## config.mk

```make
export PLATFORM = sky130hd
export DESIGN_NAME = label_grid_neighbourhood_smoother
export DESIGN_NICKNAME = d
export VERILOG_FILES = /design/src/lgns_pkg.sv /design/src/lgns_line_store.sv /design/src/lgns_ctrl.sv /design/src/lgns_window.sv /design/src/label_grid_neighbourhood_smoother.sv
export SDC_FILE = /design/constraint.sdc
export NUM_CORES = 1
export LEC_CHECK = 0
export BUFFER_PORTS_ARGS = -buffer_cell sky130_fd_sc_hd__buf_2
export CORE_MARGIN = 8
export CORE_UTILIZATION = 65
export CTS_CLUSTER_DIAMETER = 40
export DETAILED_ROUTE_END_ITERATION = 8
export PLACE_DENSITY = 0.81
export SLEW_MARGIN = 40
export SYNTH_ARGS = -nofsm -noshare
export SYNTH_HDL_FRONTEND = slang
export SYNTH_SLANG_ARGS = --single-unit
```

## constraint.sdc

```tcl
create_clock -name clk -period 15.57 [get_ports clk]
set_clock_uncertainty 0.15 [all_clocks]
set_input_delay 0.7785 -clock clk [delete_from_list [all_inputs] [get_ports clk]]
set_output_delay 0.7785 -clock clk [all_outputs]
set_load 0.02 [all_outputs]
```

## src/lgns_pkg.sv

```systemverilog
// Shared types, label codes and register indexes for the label grid smoother.
package lgns_pkg;

  localparam int LABEL_W   = 2;
  localparam int CFG_W     = 9;
  localparam int CFG_IDX_W = 2;

  typedef logic [LABEL_W-1:0] label_t;

  localparam label_t LABEL_ROCK  = 2'd0;
  localparam label_t LABEL_WATER = 2'd1;
  localparam label_t LABEL_GRASS = 2'd2;

  localparam logic KIND_CELL = 1'b0;

  localparam logic [CFG_IDX_W-1:0] CFG_GRID_SIZE   = 2'd0;
  localparam logic [CFG_IDX_W-1:0] CFG_WATER_RATIO = 2'd1;
  localparam logic [CFG_IDX_W-1:0] CFG_GRASS_RATIO = 2'd2;

  localparam logic [CFG_W-1:0] RATIO_RST = 9'd128;

  typedef struct packed {
    logic   kind;
    label_t cell_label;
  } in_item_t;

  typedef struct packed {
    label_t smoothed_label;
    logic   frame_last;
  } out_item_t;

  // One window column, index 0 is the top row.
  typedef logic [2:0][LABEL_W-1:0] col_t;

  typedef struct packed {
    logic   emit;
    logic   last;
    logic   real_cell;
    logic   single;
    logic   top_ok;
    logic   bot_ok;
    logic   left_ok;
    logic   right_ok;
    label_t label;
  } stage_ctrl_t;

  function automatic label_t clean_label(label_t lab);
    label_t res;
    if (lab == LABEL_WATER || lab == LABEL_GRASS) begin
      res = lab;
    end else begin
      res = LABEL_ROCK;
    end
    return res;
  endfunction

endpackage

```

## src/lgns_line_store.sv

```systemverilog
// Two line memories holding the previous two rows of labels, with registered reads.
module lgns_line_store #(
  parameter int MAX_GRID = 256
) (
  input  logic                      clk,
  input  logic                      rd_en,
  input  logic [$clog2(MAX_GRID)-1:0] rd_addr,
  input  logic                      wr_en,
  input  logic [$clog2(MAX_GRID)-1:0] wr_addr,
  input  lgns_pkg::label_t          wr_label,
  output lgns_pkg::label_t          upper_q,
  output lgns_pkg::label_t          middle_q
);

  lgns_pkg::label_t upper_mem  [0:MAX_GRID-1];
  lgns_pkg::label_t middle_mem [0:MAX_GRID-1];
  lgns_pkg::label_t upper_rd_r;
  lgns_pkg::label_t middle_rd_r;

  // The middle row moves up as the new row is written behind it.
  always_ff @(posedge clk) begin
    if (rd_en) begin
      upper_rd_r  <= upper_mem[rd_addr];
      middle_rd_r <= middle_mem[rd_addr];
    end
    if (wr_en) begin
      upper_mem[wr_addr]  <= middle_rd_r;
      middle_mem[wr_addr] <= wr_label;
    end
  end

  assign upper_q  = upper_rd_r;
  assign middle_q = middle_rd_r;

endmodule

```

## src/lgns_ctrl.sv

```systemverilog
// Configuration registers, raster position counters and the input stage register.
module lgns_ctrl #(
  parameter int MAX_GRID = 256
) (
  input  logic                             clk,
  input  logic                             rst_n,
  input  logic                             in_valid,
  output logic                             in_stall,
  input  lgns_pkg::in_item_t               in_item,
  input  logic                             cfg_we,
  input  logic [lgns_pkg::CFG_IDX_W-1:0]   cfg_index,
  input  logic [lgns_pkg::CFG_W-1:0]       cfg_wdata,
  input  logic                             out_free,
  output logic                             rd_en,
  output logic [$clog2(MAX_GRID)-1:0]      rd_addr,
  output logic                             s1_adv,
  output lgns_pkg::stage_ctrl_t            s1_ctrl,
  output logic [$clog2(MAX_GRID)-1:0]      s1_col,
  output logic [lgns_pkg::CFG_W-1:0]       water_ratio,
  output logic [lgns_pkg::CFG_W-1:0]       grass_ratio
);

  localparam int CW       = $clog2(MAX_GRID);
  localparam int NW       = $clog2(MAX_GRID + 1);
  localparam int RW       = NW + 1;
  localparam int SIZE_RST = (MAX_GRID < 256) ? MAX_GRID : 256;

  logic [NW-1:0]                side_r, side_nxt;
  logic [lgns_pkg::CFG_W-1:0]   water_ratio_r, water_ratio_nxt;
  logic [lgns_pkg::CFG_W-1:0]   grass_ratio_r, grass_ratio_nxt;
  logic [CW-1:0]                in_col_r, in_col_nxt;
  logic [RW-1:0]                in_row_r, in_row_nxt;
  logic [CW-1:0]                out_col_r, out_col_nxt;
  logic [CW-1:0]                out_row_r, out_row_nxt;
  logic                         s1_valid_r, s1_valid_nxt;
  lgns_pkg::stage_ctrl_t        s1_r, s1_nxt;
  logic [CW-1:0]                s1_col_r, s1_col_nxt;

  logic                         in_acc;
  logic [NW-1:0]                side_m1;
  logic [NW-1:0]                size_clamped;
  logic                         complete;
  logic                         is_cell;
  logic                         take;
  logic                         emit;
  logic                         col_end;
  logic                         out_col_end;
  logic                         out_last;

  assign s1_adv   = s1_valid_r && (!s1_r.emit || out_free);
  assign in_stall = s1_valid_r && !s1_adv;
  assign in_acc   = in_valid && !in_stall;

  assign side_m1     = side_r - NW'(1);
  assign complete    = in_row_r >= RW'(side_r);
  assign is_cell     = in_item.kind == lgns_pkg::KIND_CELL;
  assign take        = in_acc && (complete || is_cell);
  assign emit        = complete || (in_row_r >= RW'(2)) ||
                       (in_row_r == RW'(1) && in_col_r != '0);
  assign col_end     = NW'(in_col_r) == side_m1;
  assign out_col_end = NW'(out_col_r) == side_m1;
  assign out_last    = (NW'(out_row_r) == side_m1) && out_col_end;

  always_comb begin
    if (cfg_wdata == '0) begin
      size_clamped = NW'(1);
    end else if (int'(cfg_wdata) > MAX_GRID) begin
      size_clamped = NW'(MAX_GRID);
    end else begin
      size_clamped = NW'(cfg_wdata);
    end
  end

  always_comb begin
    side_nxt        = side_r;
    water_ratio_nxt = water_ratio_r;
    grass_ratio_nxt = grass_ratio_r;
    in_col_nxt      = in_col_r;
    in_row_nxt      = in_row_r;
    out_col_nxt     = out_col_r;
    out_row_nxt     = out_row_r;
    s1_valid_nxt    = s1_valid_r;
    s1_nxt          = s1_r;
    s1_col_nxt      = s1_col_r;

    if (s1_adv) begin
      s1_valid_nxt = 1'b0;
    end

    if (take) begin
      if (col_end) begin
        in_col_nxt = '0;
        in_row_nxt = in_row_r + RW'(1);
      end else begin
        in_col_nxt = in_col_r + CW'(1);
      end
      if (emit) begin
        if (out_col_end) begin
          out_col_nxt = '0;
          out_row_nxt = out_row_r + CW'(1);
        end else begin
          out_col_nxt = out_col_r + CW'(1);
        end
      end
      if (emit && out_last) begin
        in_col_nxt  = '0;
        in_row_nxt  = '0;
        out_col_nxt = '0;
        out_row_nxt = '0;
      end

      s1_valid_nxt       = 1'b1;
      s1_col_nxt         = in_col_r;
      s1_nxt.emit        = emit;
      s1_nxt.last        = out_last;
      s1_nxt.real_cell   = !complete;
      s1_nxt.single      = side_r == NW'(1);
      s1_nxt.top_ok      = out_row_r != '0;
      s1_nxt.bot_ok      = NW'(out_row_r) != side_m1;
      s1_nxt.left_ok     = out_col_r != '0;
      s1_nxt.right_ok    = !out_col_end;
      s1_nxt.label       = complete ? lgns_pkg::LABEL_ROCK :
                           lgns_pkg::clean_label(in_item.cell_label);
    end

    if (cfg_we) begin
      case (cfg_index)
        lgns_pkg::CFG_GRID_SIZE: begin
          side_nxt    = size_clamped;
          in_col_nxt  = '0;
          in_row_nxt  = '0;
          out_col_nxt = '0;
          out_row_nxt = '0;
        end
        lgns_pkg::CFG_WATER_RATIO: begin
          water_ratio_nxt = cfg_wdata;
        end
        lgns_pkg::CFG_GRASS_RATIO: begin
          grass_ratio_nxt = cfg_wdata;
        end
        default: begin
        end
      endcase
    end
  end

  always_ff @(posedge clk) begin
    if (!rst_n) begin
      side_r        <= NW'(SIZE_RST);
      water_ratio_r <= lgns_pkg::RATIO_RST;
      grass_ratio_r <= lgns_pkg::RATIO_RST;
      in_col_r      <= '0;
      in_row_r      <= '0;
      out_col_r     <= '0;
      out_row_r     <= '0;
      s1_valid_r    <= 1'b0;
    end else begin
      side_r        <= side_nxt;
      water_ratio_r <= water_ratio_nxt;
      grass_ratio_r <= grass_ratio_nxt;
      in_col_r      <= in_col_nxt;
      in_row_r      <= in_row_nxt;
      out_col_r     <= out_col_nxt;
      out_row_r     <= out_row_nxt;
      s1_valid_r    <= s1_valid_nxt;
    end
  end

  always_ff @(posedge clk) begin
    s1_r     <= s1_nxt;
    s1_col_r <= s1_col_nxt;
  end

  assign rd_en       = in_acc;
  assign rd_addr     = in_col_r;
  assign s1_ctrl     = s1_r;
  assign s1_col      = s1_col_r;
  assign water_ratio = water_ratio_r;
  assign grass_ratio = grass_ratio_r;

endmodule

```

## src/lgns_window.sv

```systemverilog
// The 3x3 label window, neighbor counting, relabel decision and result register.
module lgns_window (
  input  logic                        clk,
  input  logic                        rst_n,
  input  logic                        s1_adv,
  input  lgns_pkg::stage_ctrl_t       s1_ctrl,
  input  lgns_pkg::label_t            upper_q,
  input  lgns_pkg::label_t            middle_q,
  input  logic [lgns_pkg::CFG_W-1:0]  water_ratio,
  input  logic [lgns_pkg::CFG_W-1:0]  grass_ratio,
  input  logic                        out_stall,
  output logic                        out_valid,
  output lgns_pkg::out_item_t         out_item,
  output logic                        out_free
);

  lgns_pkg::col_t [2:1]  win_r;
  lgns_pkg::col_t        new_col;
  lgns_pkg::col_t [2:0]  view;
  lgns_pkg::label_t      own_r;
  lgns_pkg::label_t      own;
  lgns_pkg::label_t      res;
  logic [2:0]            row_ok;
  logic [2:0]            col_ok;
  logic [3:0]            water_cnt;
  logic [3:0]            grass_cnt;
  logic [3:0]            total_cnt;
  logic [12:0]           water_thr;
  logic [12:0]           grass_thr;
  logic                  water_hit;
  logic                  grass_hit;
  logic                  out_valid_r;
  lgns_pkg::out_item_t   out_item_r;
  logic                  out_load;

  assign new_col = {s1_ctrl.label, middle_q, upper_q};

  // Left and center come from stored columns, the right one is arriving now.
  assign view   = {new_col, win_r[2], win_r[1]};
  assign row_ok = {s1_ctrl.bot_ok, 1'b1, s1_ctrl.top_ok};
  assign col_ok = {s1_ctrl.right_ok, 1'b1, s1_ctrl.left_ok};
  assign own    = win_r[2][1];

  always_comb begin
    water_cnt = '0;
    grass_cnt = '0;
    total_cnt = '0;
    for (int c = 0; c < 3; c++) begin
      for (int r = 0; r < 3; r++) begin
        if (col_ok[c] && row_ok[r]) begin
          total_cnt = total_cnt + 4'd1;
          if (view[c][r] == lgns_pkg::LABEL_WATER) begin
            water_cnt = water_cnt + 4'd1;
          end
          if (view[c][r] == lgns_pkg::LABEL_GRASS) begin
            grass_cnt = grass_cnt + 4'd1;
          end
        end
      end
    end
  end

  assign water_thr = 13'(water_ratio) * 13'(total_cnt);
  assign grass_thr = 13'(grass_ratio) * 13'(total_cnt);
  assign water_hit = {1'b0, water_cnt, 8'd0} > water_thr;
  assign grass_hit = {1'b0, grass_cnt, 8'd0} > grass_thr;

  always_comb begin
    if (s1_ctrl.single) begin
      res = own_r;
    end else if (own != lgns_pkg::LABEL_WATER && water_hit) begin
      res = lgns_pkg::LABEL_WATER;
    end else if (own == lgns_pkg::LABEL_ROCK && grass_hit) begin
      res = lgns_pkg::LABEL_GRASS;
    end else begin
      res = own;
    end
  end

  assign out_free = !out_valid_r || !out_stall;
  assign out_load = s1_adv && s1_ctrl.emit;

  always_ff @(posedge clk) begin
    if (!rst_n) begin
      win_r       <= '0;
      out_valid_r <= 1'b0;
    end else begin
      if (s1_adv) begin
        win_r <= {new_col, win_r[2]};
      end
      if (out_load) begin
        out_valid_r <= 1'b1;
      end else if (!out_stall) begin
        out_valid_r <= 1'b0;
      end
    end
  end

  always_ff @(posedge clk) begin
    if (s1_adv && s1_ctrl.real_cell) begin
      own_r <= s1_ctrl.label;
    end
    if (out_load) begin
      out_item_r.smoothed_label <= res;
      out_item_r.frame_last     <= s1_ctrl.last;
    end
  end

  assign out_valid = out_valid_r;
  assign out_item  = out_item_r;

endmodule

```

## src/label_grid_neighbourhood_smoother.sv

```systemverilog
// Top level of the 3x3 majority smoother for a raster stream of terrain labels.
//
//   channel  direction  handshake            payload
//   in_      input      in_valid / in_stall  in_item   (kind, cell_label)
//   out_     output     out_valid / out_stall out_item (smoothed_label, frame_last)
//   cfg_     input      cfg_we               cfg_index, cfg_wdata
//
// One item is accepted every cycle while in_stall is low; out_valid rises after the item
// completing a neighborhood passes through the input stage and the result register.
// The line memories have one read and one write port, which sets the one item per cycle.
// Reset clears the counters, the window and the valid flags; the line memories need no
// clearing pass. A stalled result holds the pipeline only when the next item also emits.
module label_grid_neighbourhood_smoother #(
  parameter int MAX_GRID = 256
) (
  input  logic                            clk,
  input  logic                            rst_n,
  input  logic                            in_valid,
  output logic                            in_stall,
  input  lgns_pkg::in_item_t              in_item,
  output logic                            out_valid,
  input  logic                            out_stall,
  output lgns_pkg::out_item_t             out_item,
  input  logic                            cfg_we,
  input  logic [lgns_pkg::CFG_IDX_W-1:0]  cfg_index,
  input  logic [lgns_pkg::CFG_W-1:0]      cfg_wdata
);

  localparam int CW = $clog2(MAX_GRID);

  logic                        out_free;
  logic                        rd_en;
  logic [CW-1:0]               rd_addr;
  logic                        s1_adv;
  lgns_pkg::stage_ctrl_t       s1_ctrl;
  logic [CW-1:0]               s1_col;
  logic [lgns_pkg::CFG_W-1:0]  water_ratio;
  logic [lgns_pkg::CFG_W-1:0]  grass_ratio;
  lgns_pkg::label_t            upper_q;
  lgns_pkg::label_t            middle_q;

  lgns_ctrl #(
    .MAX_GRID (MAX_GRID)
  ) u_ctrl (
    .clk         (clk),
    .rst_n       (rst_n),
    .in_valid    (in_valid),
    .in_stall    (in_stall),
    .in_item     (in_item),
    .cfg_we      (cfg_we),
    .cfg_index   (cfg_index),
    .cfg_wdata   (cfg_wdata),
    .out_free    (out_free),
    .rd_en       (rd_en),
    .rd_addr     (rd_addr),
    .s1_adv      (s1_adv),
    .s1_ctrl     (s1_ctrl),
    .s1_col      (s1_col),
    .water_ratio (water_ratio),
    .grass_ratio (grass_ratio)
  );

  lgns_line_store #(
    .MAX_GRID (MAX_GRID)
  ) u_line_store (
    .clk      (clk),
    .rd_en    (rd_en),
    .rd_addr  (rd_addr),
    .wr_en    (s1_adv),
    .wr_addr  (s1_col),
    .wr_label (s1_ctrl.label),
    .upper_q  (upper_q),
    .middle_q (middle_q)
  );

  lgns_window u_window (
    .clk         (clk),
    .rst_n       (rst_n),
    .s1_adv      (s1_adv),
    .s1_ctrl     (s1_ctrl),
    .upper_q     (upper_q),
    .middle_q    (middle_q),
    .water_ratio (water_ratio),
    .grass_ratio (grass_ratio),
    .out_stall   (out_stall),
    .out_valid   (out_valid),
    .out_item    (out_item),
    .out_free    (out_free)
  );

endmodule
```

# == Yosys cells after proc, flatten, opt, wreduce, memory -nomap -nowiden ==
# Memory sizes are Yosys's and may differ from the RTL's. A register that Yosys moved wholly into a read port is not among the register bits.
# Cells that the tools add are included.
# totals
regBits,98
ram_bits,1024
input_bits,19
out_inout_bits,5
wordCells,212
mem_count,2
# memory_table
memory,depth,width,read_ports,rd_clocked_by_memory_dff,write_ports,line_no,source
u_line_store.middle_mem,256,2,1,1,1,lgns_line_store.sv:16,lgns_pkg::label_t middle_mem [0:MAX_GRID-1];
u_line_store.upper_mem,256,2,1,1,1,lgns_line_store.sv:15,lgns_pkg::label_t upper_mem [0:MAX_GRID-1];
# op_classes
addsub,29
mul,2
n_lt_le_gt_ge,5
n_eq_ne,30
mux,75
n_bitwise,2
reduce_logical,39
# ops
cell,n
4-bit 2-to-1 mux,37
8-bit 2-to-1 mux,17
4-bit by 1-bit adder with 4-bit output (second input constant),22
10-bit 2-to-1 mux,5
8-bit by 9-bit == test with 1-bit output,3
12-bit by 13-bit greater-than comparator with 1-bit output,2
9-bit by 4-bit multiplier with 13-bit output,2
8-bit by 1-bit adder with 8-bit output (second input constant),3
8-bit nonzero test,3
2-bit by 1-bit == test with 1-bit output (second input constant),11
2-bit == test (second input constant),11
9-bit 2-to-1 mux,2
1-bit logical AND,15
1-bit 2-to-1 mux,11
10-bit by 1-bit adder with 10-bit output (second input constant),1
10-bit by 1-bit == test with 1-bit output (second input constant),1
10-bit by 2-bit >= comparator with 1-bit output (second input constant),1
10-bit by 9-bit >= comparator with 1-bit output,1
9-bit by 1-bit == test with 1-bit output (second input constant),1
9-bit greater-than comparator (second input constant),1
9-bit zero test,1
8-bit by 9-bit != test with 1-bit output,1
9-bit by 1-bit subtractor with 9-bit output (second input constant),1
1-bit zero test,7
9 further kinds,22

# == Depth between registers and ports, before layout ==
# Gate-level depths: netlist of the first run.
# logic_depth
word_depth,31
mapped_depth,38
depth_no_buf,36

# == By module ==
# From an unflattened synthesis of the first run, not the netlist that was laid out.
# unflattened
hier_cells,3159
area_unflattened_um2,50257.0
# modules_own_cells
mod,n_inst,cells_each,area_per_inst_um2,seq_area_each_um2
lgns_line_store,1,2072,40866.7,30869.6
lgns_window,1,593,4873.4,410.4
lgns_ctrl,1,494,4516.8,1781.7

# == Worst setup path before layout of the first run ==
# No wires, ideal clock.
# synth_timing
kind,register to register
startpoint,"register u_ctrl.s1_r, in the netlist u_ctrl.s1_ctrl[4]"
endpoint,"register u_window.out_item_r, in the netlist u_window.out_item[2] (data pin)"
setup_time_ns,0.256
t_arrival_ns,6.903
required_time_ns,15.164
path_slack_ns,8.262
path_stages_with_launch,39
path_buffers,2
synth_period_minus_slack_ns,7.308
cell_sequence,edfxtp_1 clkbuf_1 xor2_1 nor2_1 ha_1 nand2_1 o21ai_0 inv_1 ha_1 nand2_1 o21ai_0 ha_1 xnor2_1 nand2_1 xnor2_1 and4b_1 xnor2_1 clkbuf_1 (+3 left out) fa_1 ha_1 a21o_1 a21oi_1 o21ai_0 a21oi_1 o21bai_1 a21oi_1 o2111a_1 a311oi_1 ha_1 and4b_1 nand4b_1 a2111oi_0 o21ai_0 o21ai_0 o31ai_1 o211a_1
# synth_via
elab_chain_cells,24
word_cells_on_any_way,59
classes_between,add/sub (18); mul (2); order compare (2); mux (33); reduce/logical (4)
# synth_lines
item,line_no,source
from (decl),lgns_ctrl.sv:36,"lgns_pkg::stage_ctrl_t s1_r, s1_nxt;"
from (signal assigned),lgns_ctrl.sv:170,s1_r <= s1_nxt;
branches (longest 22 deep; another with 4-bit by 1-bit adder with 4-bit output),-,
2-bit 2-to-1 mux *,lgns_window.sv:71,end else if (own != lgns_pkg::LABEL_WATER && water_hit) begin
2-bit 2-to-1 mux *,lgns_window.sv:69,if (s1_ctrl.single) begin
named net u_window.res[1],lgns_window.sv:22,lgns_pkg::label_t res;
to (decl),lgns_window.sv:33,lgns_pkg::out_item_t out_item_r;
# Mark *: on every way through the listed nets, which the timed path passes.
# A chain may end at the register's enable or synchronous reset.

# == Final worst setup path of the first run ==
# Ends and elaborated chain as after synthesis.

==> results of run 1 <==
## state kept, by name, summed over array words and instances (netlist names)
name,cells
u_ctrl.out_row_r,8
u_line_store.upper_mem,512
u_ctrl.water_ratio,9
u_line_store.upper_q,2
u_ctrl.in_row_r,10
u_ctrl.s1_ctrl,10
u_window.view,10
u_window.own,2
u_ctrl.grass_ratio,9
u_window.out_valid,1
u_ctrl.side_r,9
u_ctrl.s1_valid_r,1
u_ctrl.out_col_r,8
u_window.out_item,3
u_ctrl.s1_col,8
u_line_store.middle_q,2
u_window.own_r,2
u_line_store.middle_mem,512
u_ctrl.rd_addr,8
## metal layers
| layer | up-vias | global-route usage |
|---|---|---|
| met1 | 13900 | 0.370 |
| li1 | 11200 | - |
| met2 | 1753 | 0.484 |
| met3 | 289 | 0.0429 |
| met5 | - | 0 |
| met4 | 0 | 0.0968 |
## kinds of logic after synthesis
logic type / synth area share
flops: 0.675
compound gates: 0.0217
xor+xnor: 0.0186
mux: 0.163
simple gates: 0.0700
buf+inv: 0.0197
fa+ha+maj: 0.0324
## final cells by class
cell class	instances	area (um^2)	share of cell area
Antenna cell	1	2.50	0.0000457
Sequential cell	1126	33100	0.604
Clock inverter	95	1330	0.0244
Timing Repair Buffer	59	526	0.00960
Clock buffer	134	3100	0.0566
Inverter	103	389	0.00711
Multi-Input combinational cell	1451	15100	0.276
Tap cell	969	1210	0.0222
## through the flow
stage	hold slack (ns)	instances	worst slack, ns	util	instance area (um^2)
after detailed placement	0.279	3704	7.44	0.673	50200
after CTS	0.180	3933	7.38	0.732	54600
final	0.213	3938	7.34	0.734	54700
after global routing	0.203	3937	6.62	0.734	54700
after global placement	0.270	3703	7.50	0.671	50100
after floorplan	0.250	2820	8.26	-	49000
## cells in the final DEF, fill, tap and decap left out, types with 37 or more instances in the layout
cell       count
and2_1        63
clkbuf_16    122
dfxtp_1       72
edfxtp_1    1051
ha_1          82
inv_1        100
mux4_2       336
nand2_1      122
nand3_1       37
nor2_1       307
o21ai_0       42
xnor2_1       62
## power groups by stage
stage                     registers (mW)  clock network [mW]  logic [mW]
final                               3.32                3.12       0.338
after global routing                3.32                3.25       0.362
after CTS                           3.32                3.13       0.334
after detailed placement            3.39                   0       0.328
after global placement              3.39                   0       0.309
after floorplan                     3.41                   0       0.221
## Yosys cell counts (all sizes together), types with 9 or more instances
library cell	instances
edfxtp	1051
mux4	336
nor2	309
nand2	129
inv	102
clkbuf	87
ha	82
dfxtp	75
and2	64
xnor2	63
buf	53
o21ai	51
nand3	41
a21oi	36
nor2b	32
mux2i	30
fa	28
nor3	22
a21boi	16
xor2	15
nand4	13
nor4	13
or3	12
and3	11
mux2	11
nor3b	11
nand2b	10
nand3b	9
## worst register-to-register path: cells and delay by family (launching register included)
family	cells	cell delay (ns)
compound gates	14	2.52
xor+xnor	4	1.26
fa+ha+maj	7	2.20
buf+inv	2	0.13
flops	1	0.60
simple gates	9	1.09
## worst max-delay path by stage
stage                            startpoint                    to  slack [ns]  cells past startpoint
after floorplan           u_ctrl.s1_ctrl[4]  u_window.out_item[2]        8.26                     38
after global placement    u_ctrl.s1_ctrl[4]  u_window.out_item[2]        7.50                     36
after detailed placement  u_ctrl.s1_ctrl[4]  u_window.out_item[2]        7.44                     36
after CTS                 u_ctrl.s1_ctrl[4]  u_window.out_item[2]        7.38                     36
after global routing      u_ctrl.s1_ctrl[4]  u_window.out_item[2]        6.62                     36
final                     u_ctrl.s1_ctrl[4]  u_window.out_item[2]        7.34                     36
==> results.tsv, run 1 <==
metric	value	unit
Port Buffers	23	
register area share after synthesis	0.675	
final number of setup-violating endpoints	0	
fin. max-slew vios	0	
Routed Antenna Nets	0	
# Post-CTS Setup Buffers	0	
Final Hold Viols	0	
Worst R2R Setup Slack	7.34	ns
worst min path class	in -> reg	
synthesized net count	2949	
Max-slew headroom	0.391	
post-DR vias/cell	6.88	
status	completed	
Initial DRT Pass Iterations	6	
Synth top area share	0.644	
crit-path max cell delay	0.60	ns
Combinational Power Share	0.050	
gr usage total	0.282	
worst-path fanout max	18	
Final min period	8.23	ns
Yosys top cell by area	edfxtp_1	
Root Buffer	clkbuf_16	
fin nets	2990	
clock slew at reported path FFs	0.06	ns
Layout Area Growth over Synthesis	11.6	%
reg2reg end	u_window.out_item[2]	
Initial Util	0.657	
Worst Hold End	u_ctrl.side_r[5]	
post-synthesis cell count	2820	
Hold Startpoint	cfg_wdata[5]	
kind of critical path	reg -> reg	
top routing layer in use	met4	
Seq pwr share	0.490	
final period utilization	0.529	
PD cells	124	nW/um^2
CP Capture Type	flip-flop	
EDFF count, synth	1051	
Remaining DRCs	0	
drt initial violations	3418	
Slew @ Worst Pin	0.914	ns
clk buf depth	3	
CP max stage cell	edfxtp_1	
Lkg Pwr	17.7	nW
post-synthesis async set-or-reset flop share	0	
Core Region	74600	um^2
Bufs and invs on worst path	2	
Final Wtd Congestion	0.911	
RSZ-0062 raised after global routing	no	
total grt overflow	0	
hold depth	3	
layout cells sized above 1	0.217	
post-cts resize count	0	
synth top area cells	edfxtp_1 64%, mux4_2 15%, dfxtp_1 3.1%	
cell-internal power	5.27	mW
total power	6.78	mW
CTS Buf Count	120	
TNS Setup	0	ns
vias in the first global route	27600	
WP data arrival	8.51	ns
first-pass GRT wire length	179000	um
FF-to-FF path depth	36	
DIE HEIGHT	291	um
YS warnings	0	
hold buffer count at cts	0	
die width	291	um
initial antenna violation count	1	
DIE AREA	84500	um^2
Switch Pwr	1.50	mW
ys flop type	edfxtp_1	
critical path launch point type	flip-flop	
Syn Std Cell Area	49000	um^2
mean area per synthesized cell	17.4	um^2
max-cap violation count	0	
WL/cell	30.6	um
clk_lat worst skew	0.72	ns
CTS tree	done	
Routed Wire Length	120000	um
via count of the routed design	27100	
Worst EP required	15.85	ns
CP delay by family, top	compound AO/OA/AOI/OAI gates	
VDD IR-drop max	0.174	mV
Cell Rows	100	
Fmax achieved	0.122	GHz
wire length on met3	10500	um
worst r2r src	u_ctrl.s1_ctrl[4]	
clk sinks	1126	
Clk network pwr share	0.460	
Fillers	3987	
DP Wirelength	66000	um
io pins	24	
Unique masters post-synth	83	
largest net degree at the start of global routing	201	
Met1 Wirelength	43400	um
htree depth	3	
Synth Register Bits	1126	
switching part of the total power	0.222	
met2 wire len	61800	um
Power figures use the tool's default switching activity.
==> inputs of run 2 (changes only) <==
--- a/config.mk
+++ b/config.mk
@@ -7,10 +7,10 @@
 export LEC_CHECK = 0
 export BUFFER_PORTS_ARGS = -buffer_cell sky130_fd_sc_hd__buf_2
 export CORE_MARGIN = 8
-export CORE_UTILIZATION = 65
+export CORE_UTILIZATION = 57
 export CTS_CLUSTER_DIAMETER = 40
 export DETAILED_ROUTE_END_ITERATION = 8
-export PLACE_DENSITY = 0.81
+export PLACE_DENSITY = 0.76
 export SLEW_MARGIN = 40
 export SYNTH_ARGS = -nofsm -noshare
 export SYNTH_HDL_FRONTEND = slang
==> constraint.sdc (replaced) <==
create_clock -name clk -period 7.2 [get_ports clk]
set_clock_uncertainty 0.15 [all_clocks]
set_input_delay 0.36 -clock clk [delete_from_list [all_inputs] [get_ports clk]]
set_output_delay 0.36 -clock clk [all_outputs]
set_load 0.02 [all_outputs]
==> run 2 against run 1 <==
  * The run now ends with negative setup slack left
  * Largest cell class unchanged
  * Design area rose by 1.7%
  * Fmax rose by 13%
  * Highest routed layer is now met5
  * Via count fell by 1.0%
==> results.tsv, run 2 (synthesis gave the netlist of run 1 again) <==
metric	value	unit
status	finished, violations left	
failing checks	negative setup slack	
FF-to-FF path depth	37	
drt initial violations	2798	
Routed Wire Length	114000	um
io pins	24	
Worst EP required	7.50	ns
first-pass GRT wire length	172000	um
ant diodes	0	
fin nets	3060	
via count of the routed design	26800	
clk buf depth	3	
worst min path class	in -> reg	
Placed Area	50600	um^2
critical path launch point type	flip-flop	
total grt overflow	0	
post-DR vias/cell	6.42	
CTS tree	done	
WL/cell	27.4	um
Initial DRT Pass Iterations	5	
post-route cell area	55600	um^2
Layout Area Growth over Synthesis	13.5	%
VDD IR-drop max	0.229	mV
CP max stage cell	fa_1	
Remaining DRCs	0	
vias in the first global route	27400	
Initial Util	0.576	
largest net degree at the start of global routing	149	
crit-path max cell delay	0.54	ns
final number of setup-violating endpoints	2	
die width	309	um
RSZ-0062 raised after global routing	yes	
kind of critical path	reg -> reg	
DIE AREA	95600	um^2
Port Buffers	23	
Root Buffer	clkbuf_16	
WP data arrival	7.58	ns
most common cell after layout, fill and taps aside	edfxtp_1	
initial antenna violation count	1	
Final Wtd Congestion	0.889	
Routed Antenna Nets	0	
htree depth	4	
Core Region	85100	um^2
Slew @ Worst Pin	0.907	ns
Fmax achieved	0.137	GHz
DIE HEIGHT	309	um
Cell Rows	107	
clk_lat worst skew	0.73	ns
Hold WS	0.0568	ns
Setup WS post-layout	-0.0804	ns
fin. max-slew vios	0	
max-cap violation count	0	
hold depth	5	
top flop regs	u_line_store.middle_mem (512), u_line_store.upper_mem (512)	
worst-path fanout max	3	
gr usage total	0.240	
Final min period	7.28	ns
CP Capture Type	flip-flop	
clock slew at reported path FFs	0.06	ns
Max-slew headroom	0.394	
DP Wirelength	66300	um
CTS Buf Count	130	
final period utilization	1.01	
clk sinks	1126	
layout cells sized above 1	0.246	
Final Hold Viols	0	
PD cells	261	nW/um^2
Lkg Pwr	18.0	nW
most frequent cells in the layout	1,051 x edfxtp_1, 336 x mux4_2, 306 x nor2_1	
-- run 2: cell type report --
type / count / area [um^2]
tap: 1144 / 1430
fill: 5499 / 29500
sequential: 1126 / 33100
inverter: 103 / 392
timing repair buffer: 119 / 1020
clock inverter: 91 / 902
clock buffer: 146 / 3430
multi-input combinational: 1451 / 15400
-- run 2: per-stage QoR --
stage	setup TNS (ns)	std cells	utilization	setup slack (ns)	power [mW]
2_1_floorplan	0	2820	-	0.0420	7.85
3_3_place_gp	0	3905	0.593	0.115	8.02
3_5_place_dp	-0.582	3906	0.594	-0.329	8.05
4_1_cts	0	4170	0.650	0.00164	14.6
5_1_grt	-0.668	4180	0.654	-0.357	14.9
6_report	-0.147	4180	0.654	-0.0804	14.5
-- run 2: worst paths after layout --
check / start / endpoint / slack (ns)
hold / removal: cfg_index[1] / u_ctrl.side_r[0] / 0.06
setup / recovery: u_ctrl.s1_ctrl[4] / u_window.out_item[1] / -0.08
setup reg to reg: u_ctrl.s1_ctrl[4] / u_window.out_item[1] / -0.08
hold reg to reg: u_ctrl.s1_ctrl[8] / u_window.out_item[0] / 0.28
-- run 2: what timing repair did --
action                                  in CTS  in global routing
pin swaps                                   22                 56
setup buffers                                8                  9
hold endpoints to repair                    37                  0
hold buffers                                19                  0
gates resized for setup                     32                 48
endpoints found under the setup margin       2                  2
-- run 2: power breakdown --
part	internal, mW	leakage [nW]	switching (mW)
Sequential	7.16	10.1	0.0299
Combinational	0.343	5.78	0.438
Clock	3.85	2.10	2.70
Total	11.3	18.0	3.16
-- run 2: routing by layer --
metal / share of wire / GRT usage / vias to the layer above
li1: - / - / 11300
met1: 0.38 / 0.317 / 13900
met2: 0.51 / 0.402 / 1407
met3: 0.081 / 0.0499 / 207
met4: 0.030 / 0.0788 / 2
met5: 0.00010 / 0 / -
-- run 2: worst max-delay path: cells and delay by family, from the launching register on --
kind	cells	cell delay, ns
fa+ha+maj	7	2.42
compound gates	12	1.65
simple gates	9	0.98
xor+xnor	4	0.75
buf+inv	5	0.57
flops	1	0.47
